**config.mk**
```make
export PLATFORM = sky130hd
export DESIGN_NAME = terminal_line_wrapper
export DESIGN_NICKNAME = d
export VERILOG_FILES = /design/src/hdl/tlw_pkg.sv /design/src/hdl/tlw_front.sv /design/src/hdl/tlw_fifo.sv /design/src/hdl/tlw_back.sv /design/src/hdl/terminal_line_wrapper.sv
export SDC_FILE = /design/constraint.sdc
export NUM_CORES = 1
export LEC_CHECK = 0
export ABC_AREA = 1
export BUFFER_PORTS_ARGS = -buffer_cell sky130_fd_sc_hd__buf_2
export CAP_MARGIN = 20
export CORE_UTILIZATION = 60
export DETAILED_ROUTE_END_ITERATION = 10
export PLACE_DENSITY_LB_ADDON = 0.1
export RECOVER_POWER = 50
export SETUP_SLACK_MARGIN = 0.1
export SLEW_MARGIN = 20
export SYNTH_ARGS = -nofsm -noshare
export SYNTH_HDL_FRONTEND = slang
export SYNTH_SLANG_ARGS = --single-unit
export TNS_END_PERCENT = 20
```
**constraint.sdc**
```tcl
create_clock -name clk -period 13.9 [get_ports clk]
set_input_delay 2.78 -clock clk [delete_from_list [all_inputs] [get_ports clk]]
set_output_delay 2.78 -clock clk [all_outputs]
set_load 0.005 [all_outputs]
```
**src/hdl/tlw_pkg.sv**
```systemverilog
// Shared types and constants for the terminal line wrapper.
`default_nettype none

package tlw_pkg;

	localparam int COUNT_BITS = 16;
	localparam int OUT_BITS = 16;
	localparam int FIFO_DEPTH = 4;
	localparam int FIFO_PTR_BITS = $clog2(FIFO_DEPTH);
	localparam int SLOTS = 6;
	localparam int LINE_SLOTS = 3;

	localparam logic REG_SCREEN_COLUMNS = 1'b0;
	localparam logic REG_ATTACHMENT_MODE = 1'b1;

	typedef logic [COUNT_BITS-1:0] count_t;

	typedef enum logic [2:0] {
		KIND_NORMAL      = 3'd0,
		KIND_NORMAL_OPEN = 3'd1,
		KIND_QUOTE       = 3'd2,
		KIND_QUOTE_OPEN  = 3'd3,
		KIND_ATTACH_INFO = 3'd4,
		KIND_ATTACH_LINK = 3'd5,
		KIND_ALL_LINKS   = 3'd6
	} line_kind_t;

	typedef struct packed {
		logic [OUT_BITS-1:0] bytes_used;
		logic [OUT_BITS-1:0] display_length;
		line_kind_t          kind;
	} line_t;

	// Results of one input byte: three line slots then three pseudo-line slots.
	typedef struct packed {
		line_t [LINE_SLOTS-1:0] line;
		logic [SLOTS-1:0]       mask;
	} batch_t;

endpackage

`default_nettype wire

```
**src/hdl/tlw_front.sv**
```systemverilog
// Front end: accepts bytes, tracks the open line and builds the result batch of each byte.
`default_nettype none

module tlw_front import tlw_pkg::*; (
	input  wire logic       clk,
	input  wire logic       arst_n,
	input  wire logic       in_valid,
	output logic            in_ready,
	input  wire logic [7:0] text_byte,
	input  wire logic       end_of_buffer,
	input  wire logic       cfg_we,
	input  wire logic       cfg_index,
	input  wire logic [7:0] cfg_data,
	input  wire logic       full,
	output logic            push,
	output batch_t          batch
);

	localparam logic [1:0] QP_UNKNOWN = 2'd0;
	localparam logic [1:0] QP_COLON = 2'd1;
	localparam logic [1:0] QP_QUOTE = 2'd2;
	localparam logic [1:0] QP_NONE = 2'd3;
	localparam count_t COUNT_MAX = '1;
	localparam logic [7:0] CHAR_LF = 8'h0A;
	localparam logic [7:0] CHAR_TAB = 8'h09;
	localparam logic [7:0] CHAR_ESC = 8'h1B;
	localparam logic [7:0] CHAR_COLON = 8'h3A;
	localparam logic [7:0] CHAR_SPACE = 8'h20;

	typedef logic [COUNT_BITS:0] wide_t;

	typedef struct packed {
		count_t      column_width;
		count_t      byte_count;
		logic        in_escape;
		logic        second_half;
		logic [1:0]  quote_prefix;
		line_kind_t  previous_kind;
	} line_state_t;

	typedef struct packed {
		line_state_t st;
		logic        line_valid;
		line_t       line;
	} feed_res_t;

	function automatic logic [OUT_BITS-1:0] to_out(count_t v);
		logic [31:0] w;
		w = 32'(v);
		return (w > 32'h0000_FFFF) ? 16'hFFFF : w[OUT_BITS-1:0];
	endfunction

	function automatic line_t end_line(line_state_t s, logic term);
		line_kind_t k;
		count_t b;
		line_t l;
		if (s.previous_kind == KIND_NORMAL_OPEN)
			k = term ? KIND_NORMAL : KIND_NORMAL_OPEN;
		else if (s.previous_kind == KIND_QUOTE_OPEN)
			k = term ? KIND_QUOTE : KIND_QUOTE_OPEN;
		else if (s.quote_prefix == QP_QUOTE)
			k = term ? KIND_QUOTE : KIND_QUOTE_OPEN;
		else
			k = term ? KIND_NORMAL : KIND_NORMAL_OPEN;
		b = s.byte_count;
		if (term && b != COUNT_MAX)
			b = b + 1'b1;
		l.bytes_used = to_out(b);
		l.display_length = to_out(s.byte_count);
		l.kind = k;
		return l;
	endfunction

	function automatic line_state_t cleared(line_state_t s, line_kind_t k);
		line_state_t r;
		r = s;
		r.column_width = '0;
		r.byte_count = '0;
		r.in_escape = 1'b0;
		r.second_half = 1'b0;
		r.quote_prefix = QP_UNKNOWN;
		r.previous_kind = k;
		return r;
	endfunction

	function automatic feed_res_t feed(line_state_t st, logic [7:0] b, logic last,
			logic [7:0] nxt, logic [7:0] cols);
		feed_res_t r;
		line_state_t s;
		wide_t w;
		logic printable;
		logic letter;
		s = st;
		r.line_valid = 1'b0;
		r.line = end_line(st, 1'b1);
		printable = (b >= 8'h80) || (b >= 8'h20 && b <= 8'h7E);
		letter = (b >= 8'h41 && b <= 8'h5A) || (b >= 8'h61 && b <= 8'h7A);
		w = ({1'b0, s.column_width} + wide_t'(8)) & ~wide_t'(7);
		if (b == CHAR_LF) begin
			r.line_valid = 1'b1;
			s = cleared(s, r.line.kind);
		end else begin
			if (b == CHAR_TAB) begin
				s.second_half = 1'b0;
				s.column_width = w[COUNT_BITS] ? COUNT_MAX : w[COUNT_BITS-1:0];
			end else if (b == CHAR_ESC) begin
				s.second_half = 1'b0;
				s.in_escape = 1'b1;
			end else if (s.in_escape) begin
				if (letter)
					s.in_escape = 1'b0;
			end else if (printable) begin
				if (!s.second_half) begin
					if (s.byte_count != '0 &&
							(({1'b0, s.column_width} + 1'b1 >= wide_t'(cols) &&
							(last || nxt[7])) ||
							{1'b0, s.column_width} >= wide_t'(cols))) begin
						r.line = end_line(s, 1'b0);
						r.line_valid = 1'b1;
						s = cleared(s, r.line.kind);
					end
					if (b[7])
						s.second_half = 1'b1;
				end else begin
					s.second_half = 1'b0;
				end
				if (s.column_width != COUNT_MAX)
					s.column_width = s.column_width + 1'b1;
			end
			if (s.byte_count == '0)
				s.quote_prefix = (b == CHAR_COLON) ? QP_COLON : QP_NONE;
			else if (s.byte_count == count_t'(1))
				s.quote_prefix = (s.quote_prefix == QP_COLON && b == CHAR_SPACE) ?
					QP_QUOTE : QP_NONE;
			if (s.byte_count != COUNT_MAX)
				s.byte_count = s.byte_count + 1'b1;
		end
		r.st = s;
		return r;
	endfunction

	logic [7:0]  cols_q;
	logic        attach_q;
	logic [7:0]  held_q;
	logic        held_valid_q;
	line_state_t state_q;
	line_state_t state_d;
	feed_res_t   r1;
	feed_res_t   r2;
	line_t       l3;
	logic        v1;
	logic        v2;
	logic        v3;
	logic        accept;
	logic [SLOTS-1:0] mask;

	assign in_ready = !full;
	assign accept = in_valid && !full;

	always_comb begin
		r1 = feed(state_q, held_q, 1'b0, text_byte, cols_q);
		v1 = held_valid_q && r1.line_valid;
		state_d = held_valid_q ? r1.st : state_q;
		r2 = feed(state_d, text_byte, 1'b1, 8'h00, cols_q);
		v2 = end_of_buffer && r2.line_valid;
		l3 = end_line(r2.st, 1'b0);
		v3 = end_of_buffer && (r2.st.byte_count != '0);
		mask = {attach_q && end_of_buffer, attach_q && end_of_buffer,
			attach_q && end_of_buffer, v3, v2, v1};
		if (&mask)
			mask[SLOTS-1] = 1'b0;
		batch.line[0] = r1.line;
		batch.line[1] = r2.line;
		batch.line[2] = l3;
		batch.mask = mask;
		push = accept && (|mask);
	end

	always_ff @(posedge clk or negedge arst_n) begin
		if (!arst_n) begin
			cols_q <= 8'd80;
			attach_q <= 1'b0;
			held_q <= '0;
			held_valid_q <= 1'b0;
			state_q <= cleared('0, KIND_NORMAL);
		end else begin
			if (cfg_we) begin
				unique case (cfg_index)
					REG_SCREEN_COLUMNS:  cols_q <= cfg_data;
					REG_ATTACHMENT_MODE: attach_q <= cfg_data[0];
					default: ;
				endcase
			end
			if (accept) begin
				if (end_of_buffer) begin
					held_q <= '0;
					held_valid_q <= 1'b0;
					state_q <= cleared(r2.st, KIND_NORMAL);
				end else begin
					held_q <= text_byte;
					held_valid_q <= 1'b1;
					state_q <= state_d;
				end
			end
		end
	end

endmodule

`default_nettype wire

```
**src/hdl/tlw_fifo.sv**
```systemverilog
// Short queue of result batches between the front and back ends.
`default_nettype none

module tlw_fifo import tlw_pkg::*; (
	input  wire logic   clk,
	input  wire logic   arst_n,
	input  wire logic   push,
	input  wire batch_t push_data,
	input  wire logic   pop,
	output batch_t      pop_data,
	output logic        full,
	output logic        empty
);

	batch_t                   mem_q [FIFO_DEPTH];
	logic [FIFO_PTR_BITS-1:0] wr_ptr_q;
	logic [FIFO_PTR_BITS-1:0] rd_ptr_q;
	logic [FIFO_PTR_BITS:0]   count_q;

	assign full = (count_q == (FIFO_PTR_BITS+1)'(FIFO_DEPTH));
	assign empty = (count_q == '0);
	assign pop_data = mem_q[rd_ptr_q];

	always_ff @(posedge clk) begin
		if (push)
			mem_q[wr_ptr_q] <= push_data;
	end

	always_ff @(posedge clk or negedge arst_n) begin
		if (!arst_n) begin
			wr_ptr_q <= '0;
			rd_ptr_q <= '0;
			count_q <= '0;
		end else begin
			if (push)
				wr_ptr_q <= wr_ptr_q + 1'b1;
			if (pop)
				rd_ptr_q <= rd_ptr_q + 1'b1;
			if (push && !pop)
				count_q <= count_q + 1'b1;
			else if (pop && !push)
				count_q <= count_q - 1'b1;
		end
	end

endmodule

`default_nettype wire

```
**src/hdl/tlw_back.sv**
```systemverilog
// Back end: walks the slots of each batch and sends one result beat per cycle while out_ready is high.
`default_nettype none

module tlw_back import tlw_pkg::*; (
	input  wire logic         clk,
	input  wire logic         arst_n,
	input  wire logic         empty,
	input  wire batch_t       pop_data,
	output logic              pop,
	output logic              out_valid,
	input  wire logic         out_ready,
	output logic [OUT_BITS-1:0] bytes_used,
	output logic [OUT_BITS-1:0] display_length,
	output line_kind_t        line_kind,
	output logic              last_of_run
);

	batch_t           batch_q;
	logic [SLOTS-1:0] mask_q;
	logic [SLOTS-1:0] rest;
	logic [SLOTS-1:0] next_mask;
	logic [2:0]       slot;
	logic             take;

	always_comb begin
		slot = '0;
		for (int i = SLOTS - 1; i >= 0; i--) begin
			if (mask_q[i])
				slot = 3'(i);
		end
		rest = mask_q & (mask_q - 1'b1);
		out_valid = |mask_q;
		last_of_run = (rest == '0);
		take = out_valid && out_ready;
		next_mask = take ? rest : mask_q;
		pop = (next_mask == '0) && !empty;
		bytes_used = '0;
		display_length = '0;
		case (slot)
			3'd0, 3'd1, 3'd2: begin
				bytes_used = batch_q.line[slot[1:0]].bytes_used;
				display_length = batch_q.line[slot[1:0]].display_length;
				line_kind = batch_q.line[slot[1:0]].kind;
			end
			3'd3: line_kind = KIND_ATTACH_INFO;
			3'd4: line_kind = KIND_ATTACH_LINK;
			default: line_kind = KIND_ALL_LINKS;
		endcase
	end

	always_ff @(posedge clk) begin
		if (pop)
			batch_q <= pop_data;
	end

	always_ff @(posedge clk or negedge arst_n) begin
		if (!arst_n) begin
			mask_q <= '0;
		end else begin
			mask_q <= pop ? pop_data.mask : next_mask;
		end
	end

endmodule

`default_nettype wire

```
**src/hdl/terminal_line_wrapper.sv**
```systemverilog
// Top level of the terminal line wrapper: front end, batch queue and back end.
// One byte is accepted per cycle while the four-entry batch queue has room.
// Each byte yields zero to five result beats, sent at one beat per cycle while m_axis_tready is high.
// A byte's beats pass through the batch queue and then the back end's batch register; a line
// that ends at a byte is reported with the following byte, which it needs.
// Reset clears line state, queue and output; screen_columns returns to 80.
`default_nettype none

module terminal_line_wrapper import tlw_pkg::*; (
	input  wire logic        clk,
	input  wire logic        arst_n,
	input  wire logic        s_axis_tvalid,
	output logic             s_axis_tready,
	input  wire logic [7:0]  s_axis_tdata,  // [7:0] text_byte
	input  wire logic        s_axis_tlast,
	output logic             m_axis_tvalid,
	input  wire logic        m_axis_tready,
	output logic [31:0]      m_axis_tdata,  // [15:0] bytes_used, [31:16] display_length
	output logic [2:0]       m_axis_tuser,  // [2:0] line_kind
	output logic             m_axis_tlast,
	input  wire logic        cfg_we,
	input  wire logic        cfg_index,
	input  wire logic [7:0]  cfg_data
);

	batch_t               push_data;
	batch_t               pop_data;
	logic                 push;
	logic                 pop;
	logic                 full;
	logic                 empty;
	logic [OUT_BITS-1:0]  bytes_used;
	logic [OUT_BITS-1:0]  display_length;
	line_kind_t           line_kind;

	tlw_front u_front (
		.clk           (clk),
		.arst_n        (arst_n),
		.in_valid      (s_axis_tvalid),
		.in_ready      (s_axis_tready),
		.text_byte     (s_axis_tdata),
		.end_of_buffer (s_axis_tlast),
		.cfg_we        (cfg_we),
		.cfg_index     (cfg_index),
		.cfg_data      (cfg_data),
		.full          (full),
		.push          (push),
		.batch         (push_data)
	);

	tlw_fifo u_fifo (
		.clk       (clk),
		.arst_n    (arst_n),
		.push      (push),
		.push_data (push_data),
		.pop       (pop),
		.pop_data  (pop_data),
		.full      (full),
		.empty     (empty)
	);

	tlw_back u_back (
		.clk            (clk),
		.arst_n         (arst_n),
		.empty          (empty),
		.pop_data       (pop_data),
		.pop            (pop),
		.out_valid      (m_axis_tvalid),
		.out_ready      (m_axis_tready),
		.bytes_used     (bytes_used),
		.display_length (display_length),
		.line_kind      (line_kind),
		.last_of_run    (m_axis_tlast)
	);

	assign m_axis_tdata = {display_length, bytes_used};
	assign m_axis_tuser = line_kind;

endmodule

`default_nettype wire

```
* Word-level counts from Yosys, hierarchy flattened
Memory sizes are Yosys's and may differ from the RTL's. Index checks and enable logic that the tools add are counted.
Cells by class: add/subtract/negate cells 14, muxes and demuxes 136, eq/ne operators 34, reductions and logical operators 47, order comparisons 19, bitwise gates (word level) 2
Operators by type and width (number):
- 2-to-1 mux 39 bit | 19
- 2-to-1 mux 36 bit | 12
- 2-to-1 mux 33 bit | 12
- 2-to-1 mux 16 bit | 10
- 2-to-1 mux 32 bit | 4
- 2-to-1 mux 35 bit | 3
- adder 16 x 1 -> 16 bit (second input constant) | 6
- inequality test 16 bit (second input constant) | 6
- binary-select mux 35 bit (select 2 bit) | 1
- 2-to-1 mux 3 bit | 23
- 2-to-1 mux 17 bit | 4
- less-or-equal comparator 8 x 7 -> 1 bit (second input constant) | 6
- nonzero test 16 bit | 3
- 2-to-1 mux 5 bit | 8
- adder 16 x 1 -> 17 bit (second input constant) | 2
- greater-or-equal comparator 17 x 8 -> 1 bit | 2
- == test 16 x 1 -> 1 bit (second input constant) | 2
- == test 8 x 4 -> 1 bit (second input constant) | 4
- == test 8 x 6 -> 1 bit (second input constant) | 4
- greater-or-equal comparator 16 x 8 -> 1 bit | 2
- greater-or-equal comparator 8 x 7 -> 1 bit (second input constant) | 4
- zero test 16 bit | 2
- 2-to-1 mux 2 bit | 15
- 2-to-1 mux 6 bit | 4
- 31 further kinds | 94
Storage, ports and cells: word-level logic and storage cells 276, input port bits 23, bits in registers 175, output and inout bits 38, bits in writable memories 444, memories 1
Memories:
- u_fifo.mem_q | words 4, bits a word 111, rd ports 1, clocked after memory_dff 0, wr ports 1, RTL line tlw_fifo.sv:15 | batch_t mem_q [FIFO_DEPTH];

* Logic depth before layout (Yosys ltp)
word-level depth 79, mapped depth 70

* Modules after synthesis
From an unflattened synthesis, not the netlist that was laid out.
Unflattened totals: cell total of the unflattened synthesis 3053, area, all modules 30787.0 sq um
By module, submodules not included:
- tlw_fifo | cells an instance 1343, instances 1, area an instance 18116.1 sq um, sequential area each 13508.0 sq um
- tlw_front | cells an instance 1338, instances 1, area an instance 8069.0 sq um, sequential area each 1428.9 sq um
- tlw_back | cells an instance 372, instances 1, area an instance 4601.9 sq um, sequential area each 3303.2 sq um

* Least setup slack after synthesis
No wires, ideal clock.
path kind in2reg, start point input port s_axis_tdata[7], end point memory u_fifo.mem_q[0][0] in the netlist's numbering (enable), arrival 11.902 ns, setup slack 1.460 ns, stages on the path 49, data required time 13.361 ns, cells stage by stage nand2_1 -> nand2_2 -> nand2_4 -> nand2_1 -> inv_1 -> ha_1 -> and3_1 -> nand4_2 -> nand2_1 -> nand2_1 -> nand3_1 -> nand2_1 -> nand2_1 -> nand2_1 -> ha_1 -> xnor2_1 -> inv_1 -> ha_1 -> [13 not listed] -> buf_2 -> nor2_1 -> ha_1 -> inv_1 -> nor2_1 -> nand4_2 -> buf_2 -> nand2_1 -> nand3_1 -> nand2_1 -> nor2_1 -> nand2_1 -> nor2_1 -> nand3_1 -> nand2_1 -> nand2_2 -> nand2_4 -> nor2_1
On the way: longest elaborated chain between the ends 57, elaborated cells on any way between the ends 90, classes of those cells 4 x add/sub; 5 x order compare; 6 x eq/ne; 60 x mux; 15 x reduce/logical
Ends and longest elaborated chain:
- start, declared | RTL line terminal_line_wrapper.sv:14 | input wire logic [7:0] s_axis_tdata,
- logical AND 1 bit | RTL line tlw_front.sv:115 | (({1'b0, s.column_width} + 1'b1 >= wide_t'(cols) &&
- logical OR 1 bit | RTL line tlw_front.sv:116 | (last || nxt[7])) ||
- logical AND 1 bit | RTL line tlw_front.sv:114 | if (s.byte_count != '0 &&
- 2-to-1 mux 39 bit | RTL line tlw_front.sv:114
- 2-to-1 mux 39 bit | RTL line tlw_front.sv:113 | if (!s.second_half) begin
- 2-to-1 mux 39 bit | RTL line tlw_front.sv:112 | end else if (printable) begin
- 2-to-1 mux 39 bit | RTL line tlw_front.sv:109 | end else if (s.in_escape) begin
- 2-to-1 mux 39 bit | RTL line tlw_front.sv:106 | end else if (b == CHAR_ESC) begin
- [41 not listed]
- nonzero test 16 bit | RTL line tlw_front.sv:167 | v3 = end_of_buffer && (r2.st.byte_count != '0);
- logical AND 1 bit | RTL line tlw_front.sv:167
- AND reduction 4 bit | RTL line tlw_front.sv:170 | if (&mask)
- 2-to-1 mux 1 bit | RTL line tlw_front.sv:170
- OR reduction 5 bit (*) | RTL line tlw_front.sv:176 | push = accept && (|mask);
- logical AND 1 bit (*) | RTL line tlw_front.sv:176
- 2-to-1 mux 1 bit (*) | RTL line tlw_fifo.sv:25 | if (push)
- 2-to-1 mux 1 bit (implied by the code) (*) | RTL line tlw_fifo.sv:26 | mem_q[wr_ptr_q] <= push_data;
- end, declared | RTL line tlw_fifo.sv:15
Mark *: on every way between the ends. The rest lies on a longest branch, timed or not. The select of a mux whose other input is x is not followed.

==> results by group <==
Global routing
  • Largest net degree at the start of global routing: slightly above 100
  • Vias in the first global route: between 15000 and 20000
  • Initial antenna violation count: 0
  • Global-route wire length before repair: 102000 microns
  • GRT Util Overall: a little under a third
  • Total congestion overflow: 0

Die
  • Initial Utilization: between 60 and 70%
  • Number of placement rows: 74
  • I/O Pins: 61
  • Chip Height: 206 microns
  • Die area: 42500 sq um
  • Die Width: a little over 200 microns
  • Core Region: approximately 41000 sq um

Run status
  • Failing checks: max-capacitance violations, max-slew violations
  • Run status: finished, violations left

Route
  • Drt via density: slightly above 6
  • Per-cell routed wire length: ~22 microns
  • Drt total wl: 67800 microns
  • Total number of vias: about 19000
  • DRC: 0
  • Detailed Route Iter0 Violations: around 2300
  • Drt pass-1 iters: 6
  • Antenna-violating nets left: 0

Yosys
  • Yosys warnings: 0
  • Leading area contributor after synthesis: edfxtp_1
  • Post-Syn Area: ~25000 sq um
  • Main synth FF type: edfxtp_1
  • Post-synthesis sequential area ratio: between 60% and 70%
  • Synth async-reset ratio: between 10% and 20%
  • Post-synth top area share: a little over half
  • Largest cells by area after synthesis: edfxtp_1 (53%), dfrtp_1 (6.8%), nand2_1 (6.5%)
  • Avg Synthesized Cell Area: slightly below 10 sq um
  • Unique masters post-synth: 64
  • Post-synth EDFFs: approximately 450
  • Syn Nets: between 2000 and 3000
  • Synth Register Bits: ~500
  • Synth Instances: ~2500

Placed design
  • RD Place Congestion: approximately 0.94
  • DP Worst Slack: roughly 2.6 ns
  • Dpl cell area: around 26000 sq um
  • I/O Buffers: 60
  • Placed Cells: 3047
  • Post-DP HPWL: ~44000 microns

CTS
  • CTS tree: yes
  • CTS Buffer Depth: 3
  • CTS sink count: a little over 500
  • Clock latency on the worst-skew pair: 0.60 ns
  • Clock Root Buffer: clkbuf_16
  • H-tree depth: 2
  • # Post-CTS Setup Buffers: 0
  • Post-cts sizing count: 0
  • Clock-pin transition on the worst setup and hold timing paths: ~0.06 ns
  • CTS buffer count: 51
  • Hold_buf cts: 0

Layout
  • Final nets: ~2600
  • ANT cells: 0
  • Layout Cells excl Fill: ~3100
  • Area added between synthesis and finish: 9.43%
  • Most frequent cells in the layout: edfxtp_1 (445), nand2_1 (440), nor2_1 (321), inv_1 (277), o21ai_0 (245)
  • Commonest non-fill, non-tap cell in the layout: edfxtp_1
  • Util after Layout: ~67%
  • Final Instance Area: about 27000 sq um
  • Layout cells sized above 1: 7.32%

Pwr
  • VDD IR-drop max: around 0.00018 V
  • Total power: 5.68 mW
  • Leak Pwr: around 11 nW
  • Pwr per Cell Area: roughly 210 nW/um^2

Timing
  • Final Hold Violating Endpoints: 0
  • Setup violations, final: 0
  • Fin worst setup slack: 2.29 ns
  • Relative slew margins: -178%
  • Final worst-path cycle share: 83.5%
  • Unrepaired setup endpoints after global routing: false
  • Fmax: about 0.086 GHz
  • Hold Slack: 0.523 ns
  • Total negative slack: 0 ns
  • Clk_skew: about 0.022 ns
  • Final Max Tran Viols: roughly 480
  • Worst Max-Slew Pin Slew: about 4.2 ns
  • Tmin final: 11.61 ns

Setup path
  • Critical path's slowest cell: nand2_1
  • Arrival @ worst endpoint: between 10 and 15 ns
  • R2r setup slk: 2.29 ns
  • Max stage delay on crit path: 0.92 ns
  • Required time of the critical path: around 14 ns
  • CP Capture Type: flop
  • Startpoint class of the critical path: flop
  • Setup CP Type: reg -> reg
  • CP most frequent cell: nand2_1
  • Reg2Reg Depth: a little over 50
  • Max FO, Critical Path: 33

Job
  • MaxCap Viol Count: 8

Hold path
  • Hold depth: 2
  • Hold Crit Class: reg -> reg
[routing by layer]
| layer | vias to the layer above | GRT usage, % | wire, microns |
|---|---|---|---|
| met2 | 914 | 51.5 | 31800 |
| met4 | 0 | 8.19 | 1450 |
| li1 | 8858 | - | - |
| met3 | 105 | 5.41 | 5540 |
| met1 | 9186 | 45.2 | 29100 |
| met5 | - | 0 | 0 |
[area by class of cell]
cell class | count | area, sq um
clock inverters | 32 | 357
inverters | 288 | 1080
fillers | 3160 | 13600
clock buffers | 64 | 1390
repair buffers | 83 | 475
flip-flops and latches | 515 | 15100
multi-input cells | 1629 | 8270
well taps | 532 | 666
[report_power, final]
part	total [mW]	switching (mW)	internal (mW)
combinational	1.95	1.42	0.531
clock	1.43	0.586	0.840
sequential	2.31	0.123	2.18
[Yosys cell counts (4+ instances only)]
| cell | count |
|---|---|
| clkinv_1 | 5 |
| nand2_1 | 434 |
| inv_2 | 5 |
| inv_1 | 277 |
| o21a_1 | 4 |
| nor3_1 | 23 |
| nand3_1 | 140 |
| nand4_1 | 41 |
| edfxtp_1 | 445 |
| a21oi_1 | 76 |
| o21ai_0 | 240 |
| nand3_2 | 6 |
| xor2_1 | 43 |
| clkbuf_1 | 90 |
| buf_2 | 13 |
| ha_1 | 51 |
| a22oi_1 | 4 |
| dfrtp_1 | 68 |
| nor2_1 | 326 |
| nand3b_1 | 4 |
| a31oi_1 | 5 |
| nor2_2 | 14 |
| buf_4 | 4 |
| nor4_1 | 14 |
| nand2_2 | 15 |
| o21ai_1 | 7 |
| o22ai_1 | 132 |
[worst max-delay path: cells and delay by family, from the launching register on]
family,cells,cell delay [ns]
buffers and inverters,8,1.55
XOR/XNOR,1,0.19
flip-flops,1,0.57
adder cells (fa/ha/maj),4,1.03
AO/OA/AOI/OAI,3,0.81
AND/OR/NAND/NOR,35,7.05
[state kept, by name, indices dropped and copies added (netlist names)]
signal                count
u_back.batch_q           85
u_back.mask_q             6
u_fifo.count_q            3
u_fifo.mem_q            360
u_fifo.rd_ptr_q           2
u_fifo.wr_ptr_q           2
u_front.attach_q          1
u_front.cols_q            8
u_front.held_q            8
u_front.held_valid_q      1
u_front.state_q          39
[worst paths after layout]
check                                                      from                         endpoint
worst max-delay path            u_front.state_q[27]$_DFFE_PN0P_     u_fifo.mem_q[1][0]$_DFFE_PP_
worst min-delay path             u_front.state_q[2]$_DFFE_PN0P_   u_front.state_q[2]$_DFFE_PN0P_
worst max register to register  u_front.state_q[27]$_DFFE_PN0P_     u_fifo.mem_q[1][0]$_DFFE_PP_
worst min register to register   u_front.state_q[2]$_DFFE_PN0P_   u_front.state_q[2]$_DFFE_PN0P_
max in group asynchronous                                arst_n   u_fifo.rd_ptr_q[0]$_DFFE_PN0P_
min in group asynchronous                                arst_n  u_front.state_q[20]$_DFFE_PN0P_
[cells by family (layout without fill, tap and decap cells)]
logic type               Yosys count  count (layout)  share of synthesized area (%)
adder cells (fa/ha/maj)           52              52                           2.63
AND/OR/NAND/NOR                 1031            1031                           17.7
AO/OA/AOI/OAI                    501             501                           11.4
XOR/XNOR                          45              45                           1.58
flip-flops                       515             515                           60.5
buffers and inverters            400             467                           6.20
(Power assumes the default switching activity.)
